### config.mk
export PLATFORM = sky130hd
export DESIGN_NAME = adc_pulse_finder
export DESIGN_NICKNAME = d
export VERILOG_FILES = /design/src/sv/apf_pkg.sv /design/src/sv/apf_core.sv /design/src/sv/apf_out_reg.sv /design/src/sv/adc_pulse_finder.sv
export SDC_FILE = /design/constraint.sdc
export NUM_CORES = 1
export LEC_CHECK = 0
export BUFFER_PORTS_ARGS = -buffer_cell sky130_fd_sc_hd__clkbuf_2
export CAP_MARGIN = 10
export CORE_ASPECT_RATIO = 2
export CORE_UTILIZATION = 50
export CTS_BUF_LIST = sky130_fd_sc_hd__clkbuf_8
export DETAILED_ROUTE_END_ITERATION = 10
export HOLD_SLACK_MARGIN = 0.02
export PLACE_DENSITY = 0.74
export SLEW_MARGIN = 0
export SYNTH_ARGS = -nofsm -noshare
export SYNTH_HDL_FRONTEND = slang
export SYNTH_SLANG_ARGS = --single-unit
### constraint.sdc
create_clock -name clk -period 9.8 [get_ports clk]
set_input_delay 0.49 -clock clk [delete_from_list [all_inputs] [get_ports clk]]
set_output_delay 0.49 -clock clk [all_outputs]
set_load 0.1 [all_outputs]
### src/sv/apf_pkg.sv
`timescale 1ns / 1ps
// ----------------------------------------------------------------------------
// apf_pkg: shared types and constants of the ADC pulse finder
// Payload structs, configuration register set and register indexes.
// ----------------------------------------------------------------------------
package apf_pkg;

	localparam int RAW_W     = 12;
	localparam int CAL_W     = 16;
	localparam int IDX_W     = 16;
	localparam int AREA_W    = 28;
	localparam int INT_W     = 32;
	localparam int CHAN_W    = 16;
	localparam int CFG_W     = 16;
	localparam int CFG_IDX_W = 2;

	localparam int DEF_MAX_SAMPLES = 65536;
	localparam int DEF_ADC_BITS    = 12;

	localparam logic [CFG_IDX_W-1:0] REG_TRIG_LEVEL = 2'd0;
	localparam logic [CFG_IDX_W-1:0] REG_END_LEVEL  = 2'd1;
	localparam logic [CFG_IDX_W-1:0] REG_CHANNEL_ID = 2'd2;

	localparam logic [RAW_W-1:0]  RST_TRIG_LEVEL = 12'hFFF;
	localparam logic [RAW_W-1:0]  RST_END_LEVEL  = 12'h000;
	localparam logic [CHAN_W-1:0] RST_CHANNEL_ID = 16'h0000;

	typedef struct packed {
		logic [RAW_W-1:0]        raw_sample;
		logic signed [CAL_W-1:0] cal_sample;
		logic                    last_sample;
	} sample_t;

	typedef struct packed {
		logic [CHAN_W-1:0]       channel;
		logic [IDX_W-1:0]        start_index;
		logic [IDX_W-1:0]        end_index;
		logic [IDX_W-1:0]        peak_index;
		logic [AREA_W-1:0]       pulse_area;
		logic [RAW_W-1:0]        max_adc;
		logic signed [CAL_W-1:0] cal_amplitude;
		logic signed [INT_W-1:0] cal_integral;
	} pulse_t;

	typedef struct packed {
		logic [RAW_W-1:0]  trig_level;
		logic [RAW_W-1:0]  end_level;
		logic [CHAN_W-1:0] channel_id;
	} cfg_t;

endpackage

### src/sv/apf_core.sv
`timescale 1ns / 1ps
// ----------------------------------------------------------------------------
// apf_core: pulse state and running accumulators
// Opens or updates a pulse with one registered sample and forms the result.
// ----------------------------------------------------------------------------
module apf_core import apf_pkg::*; #(
	parameter int MAX_SAMPLES = DEF_MAX_SAMPLES
) (
	input  logic    clk,
	input  logic    arst_n,
	input  logic    step,
	input  sample_t smp,
	input  cfg_t    cfg,
	output logic    res_valid,
	output pulse_t  res
);

	localparam int IDX_LIMIT_I = (MAX_SAMPLES - 1 > 65535) ? 65535 : MAX_SAMPLES - 1;
	localparam logic [IDX_W-1:0] IDX_LIMIT = IDX_W'(IDX_LIMIT_I);
	localparam logic [AREA_W-1:0] AREA_MAX = {AREA_W{1'b1}};

	logic                    in_pulse_q;
	logic [IDX_W-1:0]        idx_q;
	logic [IDX_W-1:0]        start_q;
	logic [AREA_W-1:0]       area_q;
	logic [RAW_W-1:0]        max_q;
	logic [IDX_W-1:0]        peak_pos_q;
	logic [CAL_W-1:0]        peak_cal_q;
	logic [INT_W-1:0]        cal_acc_q;

	logic                    open_now;
	logic [AREA_W:0]         area_sum;
	logic [AREA_W-1:0]       area_nxt;
	logic [INT_W:0]          cal_sum;
	logic [INT_W-1:0]        cal_nxt;
	logic                    new_max;
	logic [RAW_W-1:0]        max_nxt;
	logic [IDX_W-1:0]        peak_pos_nxt;
	logic [CAL_W-1:0]        peak_cal_nxt;
	logic                    close_now;

	assign open_now = !in_pulse_q && (smp.raw_sample > cfg.trig_level);

	// Saturating raw area
	assign area_sum = {1'b0, area_q} + {{(AREA_W+1-RAW_W){1'b0}}, smp.raw_sample};
	assign area_nxt = area_sum[AREA_W] ? AREA_MAX : area_sum[AREA_W-1:0];

	// Saturating signed calibrated integral
	assign cal_sum = {cal_acc_q[INT_W-1], cal_acc_q}
		+ {{(INT_W+1-CAL_W){smp.cal_sample[CAL_W-1]}}, smp.cal_sample};
	always_comb begin
		if (cal_sum[INT_W] != cal_sum[INT_W-1]) begin
			cal_nxt = cal_sum[INT_W] ? {1'b1, {(INT_W-1){1'b0}}} : {1'b0, {(INT_W-1){1'b1}}};
		end else begin
			cal_nxt = cal_sum[INT_W-1:0];
		end
	end

	// First maximum wins: strict compare
	assign new_max      = smp.raw_sample > max_q;
	assign max_nxt      = new_max ? smp.raw_sample : max_q;
	assign peak_pos_nxt = new_max ? idx_q : peak_pos_q;
	assign peak_cal_nxt = new_max ? smp.cal_sample : peak_cal_q;

	assign close_now = in_pulse_q && ((smp.raw_sample < cfg.end_level) || smp.last_sample);

	assign res_valid = close_now;

	always_comb begin
		res.channel       = cfg.channel_id;
		res.start_index   = start_q;
		res.end_index     = idx_q;
		res.peak_index    = peak_pos_nxt;
		res.pulse_area    = area_nxt;
		res.max_adc       = max_nxt;
		res.cal_amplitude = peak_cal_nxt;
		res.cal_integral  = cal_nxt;
	end

	always_ff @(posedge clk or negedge arst_n) begin
		if (!arst_n) begin
			in_pulse_q <= 1'b0;
			idx_q      <= '0;
			start_q    <= '0;
			area_q     <= '0;
			max_q      <= '0;
			peak_pos_q <= '0;
			peak_cal_q <= '0;
			cal_acc_q  <= '0;
		end else if (step) begin
			if (open_now) begin
				// opening sample always becomes the first maximum
				in_pulse_q <= !smp.last_sample;
				start_q    <= idx_q;
				area_q     <= {{(AREA_W-RAW_W){1'b0}}, smp.raw_sample};
				max_q      <= smp.raw_sample;
				peak_pos_q <= idx_q;
				peak_cal_q <= smp.cal_sample;
				cal_acc_q  <= {{(INT_W-CAL_W){smp.cal_sample[CAL_W-1]}}, smp.cal_sample};
			end else if (in_pulse_q) begin
				in_pulse_q <= !close_now;
				area_q     <= area_nxt;
				max_q      <= max_nxt;
				peak_pos_q <= peak_pos_nxt;
				peak_cal_q <= peak_cal_nxt;
				cal_acc_q  <= cal_nxt;
			end
			if (smp.last_sample) begin
				idx_q <= '0;
			end else if (idx_q < IDX_LIMIT) begin
				idx_q <= idx_q + 1'b1;
			end
		end
	end

endmodule

### src/sv/apf_out_reg.sv
`timescale 1ns / 1ps
// ----------------------------------------------------------------------------
// apf_out_reg: pulse result register
// Holds one finished pulse until the downstream side takes it.
// ----------------------------------------------------------------------------
module apf_out_reg import apf_pkg::*; (
	input  logic   clk,
	input  logic   arst_n,
	input  logic   load,
	input  pulse_t load_data,
	output logic   free,
	output logic   valid,
	input  logic   ready,
	output pulse_t data
);

	logic   valid_q;
	pulse_t data_q;

	assign free  = !valid_q || ready;
	assign valid = valid_q;
	assign data  = data_q;

	always_ff @(posedge clk or negedge arst_n) begin
		if (!arst_n) begin
			valid_q <= 1'b0;
		end else if (free) begin
			valid_q <= load;
		end
	end

	always_ff @(posedge clk) begin
		if (free && load) begin
			data_q <= load_data;
		end
	end

endmodule

### src/sv/adc_pulse_finder.sv
`timescale 1ns / 1ps
// A closing sample is held in stage 1; its result then loads the result register.
// Throughput: one sample per cycle while the result side keeps up; the single
// input stage and the result register set that figure.
// Reset: arst_n clears the pulse state, sample index, both stages and the
// registers to threshold 4095 masked to ADC_BITS, end level 0, channel 0.
// ----------------------------------------------------------------------------
// adc_pulse_finder: threshold and hysteresis pulse finder with integration
// Finds pulses in a stream of minibuffer samples and reports area, peak and
// calibrated integral of each closed pulse.
// ----------------------------------------------------------------------------
module adc_pulse_finder import apf_pkg::*; #(
	parameter int MAX_SAMPLES = DEF_MAX_SAMPLES,
	parameter int ADC_BITS    = DEF_ADC_BITS
) (
	input  logic                 clk,
	input  logic                 arst_n,
	input  logic                 cfg_we,
	input  logic [CFG_IDX_W-1:0] cfg_addr,
	input  logic [CFG_W-1:0]     cfg_wdata,
	input  logic                 in_valid,
	output logic                 in_ready,
	input  sample_t              in_data,
	output logic                 out_valid,
	input  logic                 out_ready,
	output pulse_t               out_data
);

	// Raw values keep only the converter's bits
	localparam int RAW_KEEP = (ADC_BITS < RAW_W) ? ADC_BITS : RAW_W;
	localparam logic [RAW_W-1:0] ADC_MASK = RAW_W'((64'd1 << RAW_KEEP) - 64'd1);

	cfg_t    cfg_q;
	logic    valid_s1;
	sample_t smp_s1;
	logic    step;
	logic    res_valid;
	pulse_t  res;
	logic    out_free;

	// Configuration registers; write them only while the block is idle
	always_ff @(posedge clk or negedge arst_n) begin
		if (!arst_n) begin
			cfg_q.trig_level <= RST_TRIG_LEVEL & ADC_MASK;
			cfg_q.end_level  <= RST_END_LEVEL;
			cfg_q.channel_id <= RST_CHANNEL_ID;
		end else if (cfg_we) begin
			unique case (cfg_addr)
				REG_TRIG_LEVEL: cfg_q.trig_level <= cfg_wdata[RAW_W-1:0] & ADC_MASK;
				REG_END_LEVEL:  cfg_q.end_level  <= cfg_wdata[RAW_W-1:0] & ADC_MASK;
				REG_CHANNEL_ID: cfg_q.channel_id <= cfg_wdata[CHAN_W-1:0];
				default: ;
			endcase
		end
	end

	// Advance the sample in stage 1 unless it closes a pulse and the result
	// register is still full.
	assign step     = valid_s1 && (!res_valid || out_free);
	assign in_ready = !valid_s1 || step;

	always_ff @(posedge clk or negedge arst_n) begin
		if (!arst_n) begin
			valid_s1 <= 1'b0;
		end else if (in_ready) begin
			valid_s1 <= in_valid;
		end
	end

	// Hold the sample; mask raw to the converter width on entry
	always_ff @(posedge clk) begin
		if (in_ready && in_valid) begin
			smp_s1.raw_sample  <= in_data.raw_sample & ADC_MASK;
			smp_s1.cal_sample  <= in_data.cal_sample;
			smp_s1.last_sample <= in_data.last_sample;
		end
	end

	apf_core #(
		.MAX_SAMPLES(MAX_SAMPLES)
	) u_core (
		.clk      (clk),
		.arst_n   (arst_n),
		.step     (step),
		.smp      (smp_s1),
		.cfg      (cfg_q),
		.res_valid(res_valid),
		.res      (res)
	);

	// Result register parts the sample side from the result side
	apf_out_reg u_out (
		.clk      (clk),
		.arst_n   (arst_n),
		.load     (step && res_valid),
		.load_data(res),
		.free     (out_free),
		.valid    (out_valid),
		.ready    (out_ready),
		.data     (out_data)
	);

endmodule
Yosys cells after proc, flatten, opt, wreduce, memory -nomap -nowiden

Cells that the tools add are included.

Add/subtract/negate cells: 3
Reduce and logical (&&, ||, !) cells: 24
$lt $le $gt $ge: 4
Equal/unequal tests: 3
Mux-type cells: 20

Operators with widths:

| kind                                                                  | count |
|---|---|
| 16-bit 2-to-1 mux                                                     | 8 |
| 32-bit 2-to-1 mux                                                     | 4 |
| 28-bit 2-to-1 mux                                                     | 3 |
| 12-bit 2-to-1 mux                                                     | 3 |
| 32-bit by 16-bit adder with 33-bit output                             | 1 |
| 28-bit by 12-bit adder with 29-bit output                             | 1 |
| 12-bit > comparator                                                   | 2 |
| 16-bit by 1-bit adder with 16-bit output, second input constant       | 1 |
| 16-bit less-than comparator, second input constant                    | 1 |
| 12-bit less-than comparator                                           | 1 |
| 2-bit AND reduction                                                   | 6 |
| 1-bit logical AND                                                     | 6 |
| 1-bit logical NOT                                                     | 5 |
| 1-bit logical OR                                                      | 4 |
| 2-bit nonzero test                                                    | 2 |
| 2-bit by 1-bit equality test with 1-bit output, second input constant | 1 |
| 2-bit equality test, second input constant                            | 1 |
| 2-bit logical NOT                                                     | 1 |
| 1-bit 2-to-1 mux                                                      | 2 |
| 1-bit != test                                                         | 1 |

Flip-flop bits (word level): 360
Logic and storage cells: 78
Bits of input ports: 52
Output and inout bits: 154

Depth between registers and ports, before layout

Depth after elaboration: 8
Depth in mapped cells: 12

Hierarchy

Synthesis repeated with hierarchy kept, for this count alone.

Cells, all modules: 1385
Area, all modules: 17274.1 um^2

By module, submodules not included:

| module           | sequential area each (um^2) | times used | area an instance (um^2) | cells each |
|---|---|---|---|---|
| apf_core         | 3428.3                      | 1          | 10192.3                 | 1107 |
| apf_out_reg      | 4589.4                      | 1          | 4618.2                  | 156 |
| adc_pulse_finder | 1911.8                      | 1          | 2463.6                  | 122 |

Least setup slack after synthesis

No wires, ideal clock.

Path type: reg2reg
Start point: register smp_s1[24] (netlist name)
End point: register u_out.data_q, in the netlist u_out.data[0] (enable)
Setup time: 666 ps
Data arrival time: 8314 ps
Clock period less this slack: 8981 ps
Required time: 9134 ps
Stages on the path, launching flop included: 9
Setup slack: 819 ps
Cells stage by stage: edfxtp_1 > ha_1 > nand2_1 > nor3_1 > a21oi_1 > o41ai_4 > nand2_1 > clkbuf_1 > nor2_1

Word-level cells in the longest chain between the ends: 8

Ends and longest elaborated chain:

| what                          | line                   | text |
|---|---|---|
| from (decl)                   | adc_pulse_finder.sv:35 | `sample_t smp_s1;` |
| 12-bit less-than comparator * | apf_core.sv:65         | `assign close_now = in_pulse_q && ((smp.raw_sample < cfg.end_level) \|\| smp.last_sample);` |
| 1-bit logical OR *            | apf_core.sv:65         |  |
| 1-bit logical AND *           | apf_core.sv:65         |  |
| 1-bit logical NOT             | adc_pulse_finder.sv:59 | `assign step = valid_s1 && (!res_valid \|\| out_free);` |
| 1-bit logical OR              | adc_pulse_finder.sv:59 |  |
| 1-bit logical AND             | adc_pulse_finder.sv:59 |  |
| 1-bit logical AND *           | adc_pulse_finder.sv:95 | `.load (step && res_valid),` |
| 1-bit logical AND *           | apf_out_reg.sv:33      | `if (free && load) begin` |
| to (signal assigned)          | apf_out_reg.sv:34      | `data_q <= load_data;` |
| to (decl)                     | apf_out_reg.sv:18      | `pulse_t data_q;` |

Mark *: on every way between the ends. The rest lies on a longest branch, timed or not.
A chain may end at the register's enable or synchronous reset.

Worst setup path after layout

Start point: register smp_s1[24] (netlist name)
End point: register u_out.data_q, in the netlist u_out.data[133] (enable)

Same word-level chain as after synthesis.

==> impl_metrics.yaml <==
critical_path:
  ff2ff_path_depth: 9
  crit_type: "flip-flop to flip-flop"
  crit_chain: "ha_1 -> nand2_1 -> nor3_1 -> a21oi_1 -> o41ai_4 -> buf_4 -> nand2_1 -> nor2_4 -> buf_12"
  endpoint_kind: "flip-flop"
  worstPathMaxFanout: 134
  critical_path.startpoint_type: "flip-flop"
  reg2reg_setup_slack_ps: 5280
  critPathMaxStageDelay_ps: 740
  critical-path-slowest-cell: "nor2_4"
  worstReg2RegEnd: "u_out.data[133]"
  r2r_start: "smp_s1[24]"
  cp.required_ps: 10040
  worst_path_most_repeated_cell: "nand2_1"
  crit_arrival_ps: 4760
yosys:
  synth_xor_area_frac: 0.02740
  async_flop_share: 0.4972
  syn_area_sq_mm: 0.01726
  netlist_instances: 1422
  synth_area_leaders: "edfxtp_1 (31%), dfrtp_1 (24%), mux2_2 (8.1%)"
  synth_edf_count: 181
  synth.avg_cell_area_sq_um: 12.14
  ys_types: 71
  synth.net_count: 1556
  synth-compound-area-share: 0.1387
  yosys.area.top_type: "edfxtp_1"
  synthSimpleGateAreaFrac: 0.08769
  synth_flop_cell: "edfxtp_1"
  synthDominantCellAreaShare: 0.3148
  ys_seq_elements: 360
  synth_top_family_by_area: "compound AO/OA/AOI/OAI gates"
  yosysWarnings: 0
  seq_area_frac_synth: 0.5752
  synthMuxAreaShare: 0.08146
  synthAdderAreaFrac: 0.06030
global_route:
  antenna_found_initial: 1
  grt_max_degree: 135
  grt_pass1_vias: 12760
  gr-usage-all-layers: 0.2517
  grt_pass1_wl_um: 68300
  gr-total-overflow: 0
power_and_ir_drop:
  power_frac_comb: 0.481
  power.density_mw_per_mm2: 347.9
  cellLeakagePower_nw: 8.651
  p_seq_frac: 0.329
  worst_ir_drop_vdd_uv: 200.1
  p_total_mw: 6.926
  p_int_mw: 3.770
  swShare: 0.4557
  clockPowerShare: 0.190
  p_sw_mw: 3.157
timing:
  clock_skew_ps: 22.29
  rsz0062_at_grt: "no"
  period_share: 0.4614
  worstMarginPinSlew_ps: 1197
  finalHoldViolCount: 0
  finalMaxSlewViolations: 0
  setup_tns_ps: 0
  final.min_clock_period_ps: 4522
  max-slew-margin-rel: 0.1987
  fmax_mhz: 221.1
  finalSetupViolCount: 0
routing:
  wl_um: 43680
  drt_iter0_drc: 719
  ant_nets: 0
  via_count: 12290
  drcViolationCount: 0
  routedWlPerCell_um: 20.68
  drt_pass1_iterations: 5
  vias_per_cell: 5.820
min_path:
  holdPathEnd: "smp_s1[11]"
  worstHoldStart: "in_data[11]"
  min_path_type: "input port to flip-flop"
  hold_depth: 1
clock_network:
  cts_root_buf: "clkbuf_8"
  cts_sinks: 360
  post_cts.repair.setup_buffers: 0
  numCtsBuffers: 49
  clkLatencyLatePin_ps: 610
  cts_tree: "done"
  h-tree-depth: 2
  clockBufferDepth: 3
  clk_pin_slew_worst_paths_ps: 70
cells_and_area:
  utilization: 0.5898
  fin_nets: 1768
  n_fill_cell: 2794
  syn_to_final_growth_pct: 15.32
  fin_cells: 2112
  drive_above_1_share: 0.2734
die:
  die_h_um: 264.8
  die_area_sq_mm: 0.03532
  io_pins: 206
  fp.coreArea_sq_mm: 0.03376
  start_util: 0.5114
  rows: 95
  die_w_um: 133.4
placed_design:
  dp_cells: 2017
  place.gp.congestion: 0.9304
  dp_hpwl_um: 31080
  port_buffers: 205
run:
  cap_viol_max_count: 0
outcome:
  status: "finished clean"
## placed cells by master (no fill, tap or decap), types with 8 or more instances in the layout
| cell | n |
|---|---|
| clkbuf_8 | 59 |
| xor2_1 | 21 |
| nand3_1 | 28 |
| nand3b_1 | 8 |
| mux2_2 | 124 |
| o22ai_1 | 20 |
| nand2b_1 | 11 |
| a22o_1 | 10 |
| o21bai_1 | 8 |
| a21oi_1 | 64 |
| o21a_1 | 15 |
| inv_1 | 72 |
| nand2_1 | 135 |
| clkinv_2 | 9 |
| dfstp_2 | 12 |
| nor2_1 | 48 |
| ha_1 | 80 |
| nor2b_1 | 8 |
| nand4_1 | 19 |
| a21o_1 | 28 |
| o211ai_1 | 24 |
| dfrtp_1 | 167 |
| nor3_1 | 21 |
| clkbuf_2 | 204 |
| a31oi_1 | 27 |
| o21ai_0 | 81 |
| edfxtp_1 | 181 |
| xnor2_1 | 33 |
| o22a_1 | 18 |
| buf_4 | 16 |
| and3_1 | 14 |
## flip-flops by register name, indices dropped and copies added (netlist names)
register	cells
cfg_q	40
smp_s1	29
u_core.area_q	28
u_core.cal_acc_q	32
u_core.idx_q	16
u_core.in_pulse_q	1
u_core.max_q	12
u_core.peak_cal_q	16
u_core.peak_pos_q	16
u_core.start_q	16
u_out.data	152
u_out.valid	1
valid_s1	1
## synth_stat cells (all sizes together), types with 7 or more instances
cell type and number:
ha 80, nand2 135, o21a 15, mux2 124, a21o 29, nand3b 8, o211ai 25, dfstp 12
o22a 18, xnor2 33, xor2 21, o22ai 20, nor3 21, and3 14, nor2 52, nand2b 11
clkbuf 37, nand3 28, a21oi 67, o21ai 84, and2 7, buf 26, inv 61, a22o 10
edfxtp 181, nand4 19, a31oi 27, nor2b 8, a211oi 8, dfrtp 167, o21bai 8
## layer usage
layer  vias to the layer above  GRT usage  share of wire
met1                      6115     0.2572           0.35
met3                       148    0.02983          0.036
met2                       330     0.4676           0.54
met4                         0     0.1778          0.072
li1                       5699          -              -
met5                         -          0              0
## how the worst max path moves through the flow
stage / startpoint / depth (start not counted) / slack [ps] / to
floorplan: smp_s1[24] / 8 / 820 / u_out.data[0]
global placement: smp_s1[24] / 9 / 5450 / u_out.data[148]
detailed placement: smp_s1[23] / 9 / 5290 / u_out.data[22]
CTS: smp_s1[24] / 9 / 5270 / u_out.data[34]
global route: smp_s1[24] / 9 / 5050 / u_out.data[133]
finish: smp_s1[24] / 9 / 5280 / u_out.data[133]
## through the flow
stage          cell area (sq um)  setup slack (ps)  hold slack [ps]
3_3_place_gp               18740              5451            424.6
5_1_grt                    19910              5048            36.67
4_1_cts                    19910              5274            23.95
3_5_place_dp               18740              5285            427.3
6_report                   19910              5278            55.54
2_1_floorplan              17260             819.4            194.4
## power groups by stage
stage               Clock (mW)  Combinational, mW  Sequential, mW
global placement             0               3.26            2.29
finish                    1.32               3.33            2.28
global route              1.40               3.56            2.32
floorplan                    0               1.64            3.24
detailed placement           0               3.32            2.30
CTS                       1.34               3.34            2.28
## repair_timing
item,CTS,global route
hold buffers,2,0
endpoints found under the setup margin,0,0
endpoints found under the hold margin,54,0
gates resized for setup,0,0
## cells by family (layout without fill, tap and decap cells)
group / count (synthesis) / in the layout
other: 0 / 1
muxes: 125 / 125
adders and majority gates: 82 / 82
buffers and inverters: 124 / 377
AOI/OAI and AO/OA: 355 / 355
and+or+nand+nor: 322 / 322
DFF: 360 / 360
xor gates and xnor gates: 54 / 54
## worst max-delay path: cells and delay by family, from the launching register on
| kind | cells | cell delay (ps) |
|---|---|---|
| flip-flops | 1 | 510 |
| AND/OR/NAND/NOR | 4 | 1700 |
| adder cells (fa/ha/maj) | 1 | 370 |
| AO/OA/AOI/OAI | 2 | 420 |
| buffers and inverters | 2 | 990 |
## cell type report
cell class,instances,area [sq um],area share
Inverter,61,229.0,0.01150
Clock buffer,59,812.0,0.04079
Timing Repair Buffer,224,1192,0.05989
Sequential cell,360,9930,0.4987
Antenna cell,1,2.502,0.0001257
Tap cell,436,545.5,0.02740
Multi-Input combinational cell,938,6863,0.3447
Clock inverter,33,335.3,0.01684
Note: power is estimated with default switching activity, not from simulation.
